===== src/hdl/mrfb_pkg.sv =====
// Shared types, constants and the CRC-16 byte step of the request frame builder.
// No dependencies; every module of the block imports this package.
`default_nettype none

package mrfb_pkg;

  // One command beat at the input.
  typedef struct packed {
    logic [15:0] register_address;
    logic [7:0]  device;
    logic [15:0] command_value;
  } cmd_t;

  // One frame byte beat at the output.
  typedef struct packed {
    logic [7:0] frame_byte;
    logic       last_byte;
  } res_t;

  // The six data bytes of a frame, in send order from the top.
  typedef struct packed {
    logic [7:0]  device;
    logic [7:0]  func_code;
    logic [15:0] address;
    logic [15:0] value;
  } frame_t;

  // Handshake between the decoder and the serializer.
  typedef struct packed {
    logic   valid;
    frame_t frame;
  } frame_beat_t;

  // Configuration port.
  localparam int unsigned CFG_IDX_W  = 3;
  localparam int unsigned CFG_DATA_W = 16;

  localparam logic [CFG_IDX_W-1:0] CFG_START_REG = 3'd0;
  localparam logic [CFG_IDX_W-1:0] CFG_SPEED_REG = 3'd1;
  localparam logic [CFG_IDX_W-1:0] CFG_CURR_REG  = 3'd2;
  localparam logic [CFG_IDX_W-1:0] CFG_VOLT_REG  = 3'd3;
  localparam logic [CFG_IDX_W-1:0] CFG_TEMP_REG  = 3'd4;
  localparam logic [CFG_IDX_W-1:0] CFG_WR_FC     = 3'd5;
  localparam logic [CFG_IDX_W-1:0] CFG_RD_FC     = 3'd6;

  // Register reset values.
  localparam logic [15:0] RST_START_REG = 16'd0;
  localparam logic [15:0] RST_SPEED_REG = 16'd1;
  localparam logic [15:0] RST_CURR_REG  = 16'd2;
  localparam logic [15:0] RST_VOLT_REG  = 16'd3;
  localparam logic [15:0] RST_TEMP_REG  = 16'd4;
  localparam logic [7:0]  RST_WR_FC     = 8'd6;
  localparam logic [7:0]  RST_RD_FC     = 8'd3;

  // Value sent by every read request.
  localparam logic [15:0] READ_QUANTITY = 16'd1;

  // Frame byte positions.
  localparam int unsigned BYTE_IDX_W = 3;
  localparam logic [BYTE_IDX_W-1:0] CRC_LO_IDX = 3'd6;
  localparam logic [BYTE_IDX_W-1:0] CRC_HI_IDX = 3'd7;

  // CRC-16 Modbus.
  localparam logic [15:0] CRC_INIT = 16'hFFFF;
  localparam logic [15:0] CRC_POLY = 16'hA001;

  // Folds one byte into the running CRC, LSB first, reflected polynomial.
  function automatic logic [15:0] crc_byte(input logic [15:0] crc, input logic [7:0] data);
    logic [15:0] c;
    c = crc ^ {8'h00, data};
    for (int i = 0; i < 8; i++) begin
      c = c[0] ? ((c >> 1) ^ CRC_POLY) : (c >> 1);
    end
    return c;
  endfunction

endpackage

`default_nettype wire


===== src/hdl/modbus_request_frame_builder.sv =====
// Modbus RTU request frame builder: top level.
// Depends on mrfb_pkg, mrfb_decode and mrfb_serializer.
`default_nettype none

// A command is taken at a clock edge with start_i high and busy_o low. It is
// decoded in the next cycle; a command whose address matches a configured
// command address produces eight frame bytes on res_o, one per cycle with
// res_valid_o high, the first on the ports once the serializer has loaded the
// decoded frame, with the eighth flagged by last_byte. A command that matches
// nothing produces no bytes and frees the input the next cycle. The one-byte
// output channel sets the rate: frames go out back to back, since the next
// command is decoded and loaded while the current frame's last byte goes
// out. The receiver cannot stall, so each byte is valid for exactly one cycle
// and must be captured then. The user must write the configuration registers
// through cfg_we_i, cfg_idx_i and cfg_wdata_i only while the block is idle;
// the block itself does not enforce this.
module modbus_request_frame_builder
  import mrfb_pkg::*;
(
  input  wire logic                  clk_i,
  input  wire logic                  rst_ni,
  input  wire logic                  start_i,
  input  wire cmd_t                  cmd_i,
  output logic                       busy_o,
  input  wire logic                  cfg_we_i,
  input  wire logic [CFG_IDX_W-1:0]  cfg_idx_i,
  input  wire logic [CFG_DATA_W-1:0] cfg_wdata_i,
  output logic                       res_valid_o,
  output res_t                       res_o
);

  frame_beat_t frm;
  logic        take;

  // Command register and decode.
  mrfb_decode u_decode (
    .clk_i       (clk_i),
    .rst_ni      (rst_ni),
    .start_i     (start_i),
    .cmd_i       (cmd_i),
    .busy_o      (busy_o),
    .cfg_we_i    (cfg_we_i),
    .cfg_idx_i   (cfg_idx_i),
    .cfg_wdata_i (cfg_wdata_i),
    .take_i      (take),
    .frm_o       (frm)
  );

  // Byte serializer and CRC.
  mrfb_serializer u_serializer (
    .clk_i       (clk_i),
    .rst_ni      (rst_ni),
    .frm_i       (frm),
    .take_o      (take),
    .res_valid_o (res_valid_o),
    .res_o       (res_o)
  );

endmodule

`default_nettype wire


===== src/hdl/mrfb_decode.sv =====
// Command register, configuration registers and command decode.
// Depends on mrfb_pkg; feeds mrfb_serializer.
`default_nettype none

module mrfb_decode
  import mrfb_pkg::*;
(
  input  wire logic                  clk_i,
  input  wire logic                  rst_ni,
  input  wire logic                  start_i,
  input  wire cmd_t                  cmd_i,
  output logic                       busy_o,
  input  wire logic                  cfg_we_i,
  input  wire logic [CFG_IDX_W-1:0]  cfg_idx_i,
  input  wire logic [CFG_DATA_W-1:0] cfg_wdata_i,
  input  wire logic                  take_i,
  output frame_beat_t                frm_o
);

  logic [15:0] start_reg_q, speed_reg_q, curr_reg_q, volt_reg_q, temp_reg_q;
  logic [7:0]  wr_fc_q, rd_fc_q;

  logic        vld_q, vld_d;
  cmd_t        cmd_q;
  logic        accept;
  logic        drain;
  logic        match;
  logic [7:0]  fc;
  logic [15:0] value;
  logic [15:0] value_x10;

  // Configuration register writes; indexes past the list are dropped.
  always_ff @(posedge clk_i or negedge rst_ni) begin
    if (!rst_ni) begin
      start_reg_q <= RST_START_REG;
      speed_reg_q <= RST_SPEED_REG;
      curr_reg_q  <= RST_CURR_REG;
      volt_reg_q  <= RST_VOLT_REG;
      temp_reg_q  <= RST_TEMP_REG;
      wr_fc_q     <= RST_WR_FC;
      rd_fc_q     <= RST_RD_FC;
    end else if (cfg_we_i) begin
      unique case (cfg_idx_i)
        CFG_START_REG: start_reg_q <= cfg_wdata_i;
        CFG_SPEED_REG: speed_reg_q <= cfg_wdata_i;
        CFG_CURR_REG:  curr_reg_q  <= cfg_wdata_i;
        CFG_VOLT_REG:  volt_reg_q  <= cfg_wdata_i;
        CFG_TEMP_REG:  temp_reg_q  <= cfg_wdata_i;
        CFG_WR_FC:     wr_fc_q     <= cfg_wdata_i[7:0];
        CFG_RD_FC:     rd_fc_q     <= cfg_wdata_i[7:0];
        default: ;
      endcase
    end
  end

  // Speed is scaled by ten as 8x + 2x, wrapping at 16 bits.
  assign value_x10 = {cmd_q.command_value[12:0], 3'b000} + {cmd_q.command_value[14:0], 1'b0};

  // First matching command address wins, in start, speed, read order.
  always_comb begin
    match = 1'b1;
    fc    = wr_fc_q;
    value = cmd_q.command_value;
    if (cmd_q.register_address == start_reg_q) begin
      fc    = wr_fc_q;
      value = cmd_q.command_value;
    end else if (cmd_q.register_address == speed_reg_q) begin
      fc    = wr_fc_q;
      value = value_x10;
    end else if (cmd_q.register_address == curr_reg_q ||
                 cmd_q.register_address == volt_reg_q ||
                 cmd_q.register_address == temp_reg_q) begin
      fc    = rd_fc_q;
      value = READ_QUANTITY;
    end else begin
      match = 1'b0;
    end
  end

  // A held command leaves when the serializer takes it or when it matches nothing.
  assign drain  = vld_q && (!match || take_i);
  assign busy_o = vld_q && !drain;
  assign accept = start_i && !busy_o;

  always_comb begin
    vld_d = vld_q;
    if (accept) begin
      vld_d = 1'b1;
    end else if (drain) begin
      vld_d = 1'b0;
    end
  end

  always_ff @(posedge clk_i or negedge rst_ni) begin
    if (!rst_ni) begin
      vld_q <= 1'b0;
    end else begin
      vld_q <= vld_d;
    end
  end

  always_ff @(posedge clk_i) begin
    if (accept) begin
      cmd_q <= cmd_i;
    end
  end

  assign frm_o.valid           = vld_q && match;
  assign frm_o.frame.device    = cmd_q.device;
  assign frm_o.frame.func_code = fc;
  assign frm_o.frame.address   = cmd_q.register_address;
  assign frm_o.frame.value     = value;

endmodule

`default_nettype wire


===== src/hdl/mrfb_serializer.sv =====
// Frame byte serializer with a byte-wide running CRC-16.
// Depends on mrfb_pkg; fed by mrfb_decode.
`default_nettype none

module mrfb_serializer
  import mrfb_pkg::*;
(
  input  wire logic        clk_i,
  input  wire logic        rst_ni,
  input  wire frame_beat_t frm_i,
  output logic             take_o,
  output logic             res_valid_o,
  output res_t             res_o
);

  logic                  vld_q, vld_d;
  logic [BYTE_IDX_W-1:0] cnt_q, cnt_d;
  logic [47:0]           data_q, data_d;
  logic [15:0]           crc_q, crc_d;
  logic                  load;

  // A new frame can load while the last byte of the current one goes out.
  assign take_o = !vld_q || (cnt_q == CRC_HI_IDX);
  assign load   = frm_i.valid && take_o;

  // Data bytes shift out from the top; the CRC folds in each data byte as it is sent.
  always_comb begin
    vld_d  = vld_q;
    cnt_d  = cnt_q;
    data_d = data_q;
    crc_d  = crc_q;
    if (load) begin
      vld_d  = 1'b1;
      cnt_d  = '0;
      data_d = frm_i.frame;
      crc_d  = CRC_INIT;
    end else if (vld_q) begin
      cnt_d  = cnt_q + 1'b1;
      data_d = {data_q[39:0], 8'h00};
      if (cnt_q < CRC_LO_IDX) begin
        crc_d = crc_byte(crc_q, data_q[47:40]);
      end
      if (cnt_q == CRC_HI_IDX) begin
        vld_d = 1'b0;
      end
    end
  end

  always_ff @(posedge clk_i or negedge rst_ni) begin
    if (!rst_ni) begin
      vld_q <= 1'b0;
      cnt_q <= '0;
    end else begin
      vld_q <= vld_d;
      cnt_q <= cnt_d;
    end
  end

  always_ff @(posedge clk_i) begin
    data_q <= data_d;
    crc_q  <= crc_d;
  end

  // Output byte select: data bytes, then CRC low, then CRC high.
  always_comb begin
    case (cnt_q)
      CRC_LO_IDX: res_o.frame_byte = crc_q[7:0];
      CRC_HI_IDX: res_o.frame_byte = crc_q[15:8];
      default:    res_o.frame_byte = data_q[47:40];
    endcase
  end

  assign res_o.last_byte = vld_q && (cnt_q == CRC_HI_IDX);
  assign res_valid_o     = vld_q;

endmodule

`default_nettype wire


===== config.mk =====
export PLATFORM = sky130hd
export DESIGN_NAME = modbus_request_frame_builder
export DESIGN_NICKNAME = d
export VERILOG_FILES = /design/src/hdl/mrfb_pkg.sv /design/src/hdl/modbus_request_frame_builder.sv /design/src/hdl/mrfb_decode.sv /design/src/hdl/mrfb_serializer.sv
export SDC_FILE = /design/constraint.sdc
export NUM_CORES = 1
export LEC_CHECK = 0
export BUFFER_PORTS_ARGS = -buffer_cell sky130_fd_sc_hd__buf_2
export CORE_MARGIN = 2
export CORE_UTILIZATION = 45
export CTS_CLUSTER_SIZE = 40
export DETAILED_ROUTE_END_ITERATION = 8
export GPL_ROUTABILITY_DRIVEN = 0
export GPL_TIMING_DRIVEN = 1
export PLACE_DENSITY = 0.69
export SETUP_SLACK_MARGIN = 0.05
export SLEW_MARGIN = 25
export SYNTH_ARGS = -nofsm -noshare
export SYNTH_HDL_FRONTEND = slang
export SYNTH_SLANG_ARGS = --single-unit

===== constraint.sdc =====
create_clock -name clk_i -period 5.3 [get_ports clk_i]
set_input_delay 0.795 -clock clk_i [delete_from_list [all_inputs] [get_ports clk_i]]
set_output_delay 0.795 -clock clk_i [all_outputs]
set_load 0.01 [all_outputs]

==> metrics.cfg, run 1 <==
[min_path]
hp-class = in2async

[route]
first_iter_violations = 315
num_vias = 5787
ant_nets = 0
drc = 0
routed_wl_mm = 21.2
first_pass_iters = 4
via_per_inst = 5.35
wl_per_cell_um = 19.6

[timing]
fin_skew_ns = 0.0199
max_freq_mhz = 265
setup_tns_ns = 0
drv_slew = 0
finalSetupViolCount = 0
hold_viol = 0
period_share_pct = 71.3
worst_pin_slew_ns = 1.03
maxSlewHeadroom_pct = 31.1
hold_slack_ns = 0.406
rsz0062_at_grt = false
period_needed_ns = 3.78

[yosys]
synth_warnings = 0
synth.distinct_cells = 44
async_flop_share_pct = 49.3
syn_inst = 728
synth_edf_count = 88
syn_avg_cell_area_um2 = 13.3
seq_area_frac_synth_pct = 56.7
synth-main-ff-cell = dfrtp_1
synth_largest_area_cell = edfxtp_1
synth_area_leaders = edfxtp_1, dfrtp_1, mux2_2
synth_seq_cells = 205
netlist_area_mm2 = 0.00970
netlist.area_leader.share_pct = 27.3
synth_nets = 807

[global_route]
antenna_found_initial = 0
grt_pass1_wl_mm = 33.2
grt_use_total_pct = 19.1
grt_overflow_total = 0
met2_usage_pct = 30.6
grt_max_degree = 76
top_usage_layer = met2
grtUsageMet3_pct = 2.83
grt_pass1_vias = 5869
gr-usage-met1_pct = 27.4

[floorplanning]
fp.coreArea_mm2 = 0.0211
die_w_um = 151
num_io_pins = 74
rows = 53
initial_core_util_pct = 46.0
fp.dieH_um = 151
die-area_mm2 = 0.0227

[layout]
finish.utilization_pct = 52.4
final_area_mm2 = 0.0111
area_delta_synth_final_pct = 14.0
antenna_cells = 0
drive_above_1_share_pct = 32.2
nNetsFinal = 869

[power_and_ir_drop]
power.density_mw_per_mm2 = 376
p_int_w = 0.00311
p_sw_share_pct = 25.0
p_sw_w = 0.00104
power_frac_seq_pct = 49.0
clkPwrFrac_pct = 38.2
ir_drop_v = 0.000227
combPwrFrac_pct = 12.8
leakagePower_nw = 4.47

[clock_network]
clk_pin_slew_ns = 0.06
numCtsBuffers = 23
htreeDepth = 1
cts_sinks = 205
cts.repair.resized = 0
root_buffer = clkbuf_16
clk_path_buf_depth = 3
clk_latency_ns = 0.52
cts_tree = built
postCtsSetupBuffers = 0
ctsHoldBuffers = 0

[critical_path]
worst-setup-path-type = reg2out
arrival_ns = 2.98
crit_path_start_kind = register
end_kind = output port
critPathRequiredTime_ns = 4.51
cp_max_fo = 6

[placed_design]
io_buffers = 73
dp_hpwl_mm = 14.5
place_area_mm2 = 0.0103

[run]
drv_cap = 0

[run_status]
status = finished clean

-- cells in the mapped netlist (10+ instances only) --
master and number:
dfxtp_1 16, mux2_4 22, nand4_1 10, a22oi_1 23, nor2_1 21, nor4_1 14, dfrtp_1 92, o21ai_0 20
nand2_1 50, ha_1 15, o211ai_1 11, xor2_1 74, mux2_2 98, edfxtp_1 88, xnor2_1 40, clkbuf_1 14
buf_2 23, a21oi_1 15
-- logic make-up (layout without fill, tap and decap cells) --
logic type	after synthesis	after routing	share of synthesized area [%]
mux	128	128	15.6
flops	205	205	56.7
compound gates	87	87	5.99
buf+inv	48	127	2.44
fa+ha+maj	16	16	2.14
xor+xnor	114	114	10.3
simple gates	130	130	6.79
-- flip-flops by register name, indices dropped and copies added, names as in the netlist --
register	flops
u_decode.cmd_q	16
u_decode.curr_reg_q	16
u_decode.frm_o	24
u_decode.rd_fc_q	8
u_decode.speed_reg_q	16
u_decode.start_reg_q	16
u_decode.temp_reg_q	16
u_decode.vld_q	1
u_decode.volt_reg_q	16
u_decode.wr_fc_q	8
u_serializer.cnt_q	3
u_serializer.crc_q	16
u_serializer.data_q	48
u_serializer.res_valid_o	1
-- layout by cell type (no fill, tap or decap), drive strengths merged, types with 2 or more instances in the layout --
| cell | n |
|---|---|
| ha | 15 |
| nor2 | 21 |
| nand2b | 6 |
| xnor2 | 40 |
| nand2 | 50 |
| a21oi | 15 |
| nand3 | 9 |
| o21ai | 24 |
| nor3b | 2 |
| o211ai | 12 |
| nand4b | 3 |
| and2 | 5 |
| dfrtp | 92 |
| mux2i | 8 |
| o22ai | 3 |
| nor2b | 2 |
| bufinv | 2 |
| xor2 | 74 |
| mux2 | 120 |
| a22oi | 23 |
| inv | 7 |
| buf | 79 |
| nand4 | 10 |
| nor3 | 4 |
| o21bai | 3 |
| dfstp | 9 |
| clkinv | 7 |
| clkbuf | 32 |
| a211oi | 2 |
| a21o | 3 |
| nor4 | 17 |
| dfxtp | 16 |
| edfxtp | 88 |
-- final cells by class --
| type | count | area, um^2 |
|---|---|---|
| Timing Repair Buffer | 79 | 429 |
| Clock buffer | 32 | 649 |
| Tap cell | 275 | 344 |
| Clock inverter | 10 | 108 |
| Fill cell | 1835 | 10000 |
| Sequential cell | 205 | 5500 |
| Multi-Input combinational cell | 475 | 4000 |
| Inverter | 6 | 22.5 |
-- power by group through the flow --
| stage | Sequential (W) | Combinational, W | Clock [W] |
|---|---|---|---|
| 2_1_floorplan | 0.00199 | 0.000413 | 0 |
| 3_3_place_gp | 0.00206 | 0.000521 | 0 |
| 3_5_place_dp | 0.00206 | 0.000529 | 0 |
| 4_1_cts | 0.00203 | 0.000532 | 0.00162 |
| 5_1_grt | 0.00205 | 0.000588 | 0.00168 |
| 6_report | 0.00203 | 0.000531 | 0.00158 |
-- metrics by stage --
stage | std cells | setup slack, ns | total power [W]
after floorplan | 728 | 2.34 | 0.00241
after global placement | 1038 | 1.97 | 0.00258
after detailed placement | 1038 | 2.11 | 0.00259
after CTS | 1080 | 1.57 | 0.00418
after global routing | 1082 | 1.40 | 0.00432
final | 1082 | 1.52 | 0.00415
-- worst max-delay path, stage by stage, from the launching register on --
cell	delay [ns]
edfxtp_1	0.59
xor2_1	0.22
nor4_1	0.52
nand4_1	0.15
nand3_1	0.29
o21ai_2	0.17
or2_2	0.34
inv_1	0.06
buf_2	0.12
-- per-layer routing --
metal	routed length, um	part of all wire [%]
met1	9730	46
met2	9920	47
met3	984	4.6
met4	550	2.6
met5	0	0
-- path summary, 6_finish.rpt --
| path | startpoint | end | slack (ns) | cells after the start |
|---|---|---|---|---|
| setup / recovery | u_decode.frm_o[16] | busy_o | 1.52 | 8 |
| hold / removal | rst_ni | u_decode.start_reg_q[14] | 0.41 | 1 |
| max in group asynchronous | rst_ni | u_decode.rd_fc_q[0] | 3.89 | 2 |
| setup reg to reg | u_decode.frm_o[16] | u_serializer.data_q[21] | 2.04 | 7 |
| min in group clk_i | cmd_i[25] | u_decode.frm_o[17] | 0.45 | 1 |
| hold reg to reg | u_serializer.crc_q[11] | u_serializer.crc_q[11] | 0.49 | 2 |
Note: power is estimated with default switching activity, not from simulation.
==> run 2: changes to the inputs <==
PLACE_DENSITY = 0.71   (was 0.69)
clock period = 3.09 ns   (was 5.3 ns; I/O delays follow)
==> metrics.cfg, run 2 (synthesis results as in run 1) <==
[run_status]
status = finished clean

[critical_path]
crit_path_start_kind = register
critPathRequiredTime_ns = 2.63  ; -1.88 ns
ff2ff_setup_slack_ns = 0.28  ; -1.76 ns
cp_max_fo = 3  ; -3
arrival_ns = 2.50  ; -0.48 ns
worst-setup-path-type = reg2out
critPathCapture = busy_o
reg2reg_to = u_serializer.data_q[15]
cp-startpoint = u_decode.frm_o[17]
end_kind = output port
worstReg2RegStart = u_decode.cmd_q[0]
r2r_cells = 10  ; +3

[route]
first_pass_iters = 5  ; +1
ant_nets = 0  ; unchanged
first_iter_violations = 359  ; +14%
num_vias = 5910  ; +2.1%
wl_per_cell_um = 18.6  ; -4.8%
routed_wl_mm = 20.9  ; -1.3%
drc = 0  ; unchanged
via_per_inst = 5.27  ; -1.4%

[timing]
hold_viol = 0  ; unchanged
worst_pin_slew_ns = 0.876  ; -0.154 ns
max_freq_mhz = 338
maxSlewHeadroom_pct = 41.6  ; +11 points
rsz0062_at_grt = true
setup_tns_ns = 0  ; unchanged
period_needed_ns = 2.96
fin_skew_ns = 0.0174  ; -0.00256 ns
drv_slew = 0  ; unchanged
finalSetupViolCount = 0  ; unchanged
period_share_pct = 95.9

[layout]
drive_above_1_share_pct = 35.7  ; +3.5 points
layout_common_cells = mux2_2, dfrtp_1, edfxtp_1, xor2_1, buf_2
regArea_mm2 = 0.00550  ; unchanged
instances_no_fill = 1121  ; +3.6%
area_delta_synth_final_pct = 18.0
antenna_cells = 0  ; unchanged
nFillCells = 1762  ; -4.0%
final_common_cell = mux2_2
regMostFlops = u_serializer.data_q
nNetsFinal = 909  ; +4.6%
largest_register_ffs = 48  ; unchanged
multi_input_area_mm2 = 0.00406  ; +1.5%

[global_route]
grt_use_total_pct = 19.2  ; +0.089 points
met2_usage_pct = 30.9  ; +0.25 points
grt_pass1_wl_mm = 33.5  ; +0.92%
antenna_found_initial = 0  ; unchanged
grt_overflow_total = 0  ; unchanged
grtUsageMet3_pct = 2.92  ; +0.090 points
grt_max_degree = 52  ; -32%
grt_pass1_vias = 6064  ; +3.3%
gr-usage-met1_pct = 27.6  ; +0.18 points
top_usage_layer = met2

[placed_design]
io_buffers = 73  ; unchanged
place_inst = 1056  ; +1.7%
dp_hpwl_mm = 14.3  ; -1.4%

[power_and_ir_drop]
clkPwrFrac_pct = 36.4  ; -1.8 points
total_power_w = 0.00702  ; +69%
p_sw_w = 0.00178  ; +71%
power.density_mw_per_mm2 = 613  ; +63%
p_sw_share_pct = 25.3  ; +0.31 points
combPwrFrac_pct = 14.2  ; +1.4 points
ir_drop_v = 0.000362  ; +60%
leakagePower_nw = 4.68  ; +4.7%
p_int_w = 0.00524  ; +68%
power_frac_seq_pct = 49.3  ; +0.3 points

[floorplanning]
die-area_mm2 = 0.0227  ; unchanged
initial_core_util_pct = 46.0  ; unchanged
die_w_um = 151  ; unchanged
fp.coreArea_mm2 = 0.0211  ; unchanged
fp.dieH_um = 151  ; unchanged
rows = 53  ; unchanged
num_io_pins = 74  ; unchanged

[clock_network]
htreeDepth = 1  ; unchanged
root_buffer = clkbuf_16
clk_pin_slew_ns = 0.06  ; about the same
clk_latency_ns = 0.51  ; about the same
cts_sinks = 205  ; unchanged
numCtsBuffers = 22  ; -4.3%
ctsHoldBuffers = 0  ; unchanged
clk_path_buf_depth = 3  ; unchanged
cts_tree = built

[min_path]
hp-class = in2async

[run]
drv_cap = 0  ; unchanged

run 2: cell count changes in the layout (fill, tap and decap cells not counted), sizes merged:
cell,before,now
inv,7,6
clkinvlp,0,1
clkinv,7,12
buf,79,120
clkbuf,32,25
run 2: per-stage QoR:
stage | setup slack [ns] | util [%] | hold WS [ns] | area, um^2
after floorplan | 0.129 | - | 0.168 | 9700
after global placement | 0.201 | 49.5 | 0.480 | 10400
after detailed placement | 0.169 | 49.5 | 0.482 | 10400
after CTS | 0.106 | 54.0 | 0.0251 | 11400
after global routing | 0.0153 | 54.2 | 0.0593 | 11400
final | 0.127 | 54.2 | 0.0176 | 11400
run 2: power by group through the flow:
stage	logic, W	registers, W	clock network (W)
detailed placement	0.000915	0.00353	0
global route	0.00111	0.00350	0.00272
CTS	0.000995	0.00346	0.00260
global placement	0.000899	0.00352	0
finish	0.000998	0.00346	0.00256
floorplan	0.000709	0.00342	0
run 2: timing repair:
action / in CTS / in global routing
buffers inserted: 22 / 3
setup endpoints to repair: 1 / 2
pin swaps: 9 / 7
resized for setup: 13 / 5
run 2: routing by layer:
metal | vias to the layer above | share of wire, %
met3 | 33 | 4.6
met4 | 0 | 2.2
li1 | 2828 | -
met2 | 138 | 46
met1 | 2911 | 47
met5 | - | 0
run 2: cell type report:
| cell class | count | share of cell area, % |
|---|---|---|
| timing repair buffer | 120 | 7.08 |
| multi-input combinational | 475 | 35.5 |
| tap | 275 | 3.01 |
| sequential | 205 | 48.1 |
| inverter | 6 | 0.219 |
| clock buffer | 25 | 5.00 |
| clock inverter | 15 | 1.13 |
run 2: worst max-delay path, stage by stage, from the launching register on:
cell      delay (ns)
edfxtp_1        0.45
buf_4           0.19
xor2_1          0.14
nor4_1          0.36
nand4_1         0.21
nand3_4         0.15
o21ai_2         0.07
or2_4           0.25
inv_4           0.06
buf_6           0.09
run 2: how the worst min path moves through the flow:
stage / slack, ns / cells after the start / from / to
3_3_place_gp: 0.48 / 2 / u_serializer.crc_q[11] / u_serializer.crc_q[11]
6_report: 0.02 / 1 / rst_ni / u_decode.speed_reg_q[15]
3_5_place_dp: 0.48 / 2 / u_serializer.crc_q[11] / u_serializer.crc_q[11]
2_1_floorplan: 0.17 / 0 / rst_ni / u_decode.curr_reg_q[0]
5_1_grt: 0.06 / 1 / rst_ni / u_decode.speed_reg_q[15]
4_1_cts: 0.03 / 1 / rst_ni / u_decode.speed_reg_q[15]
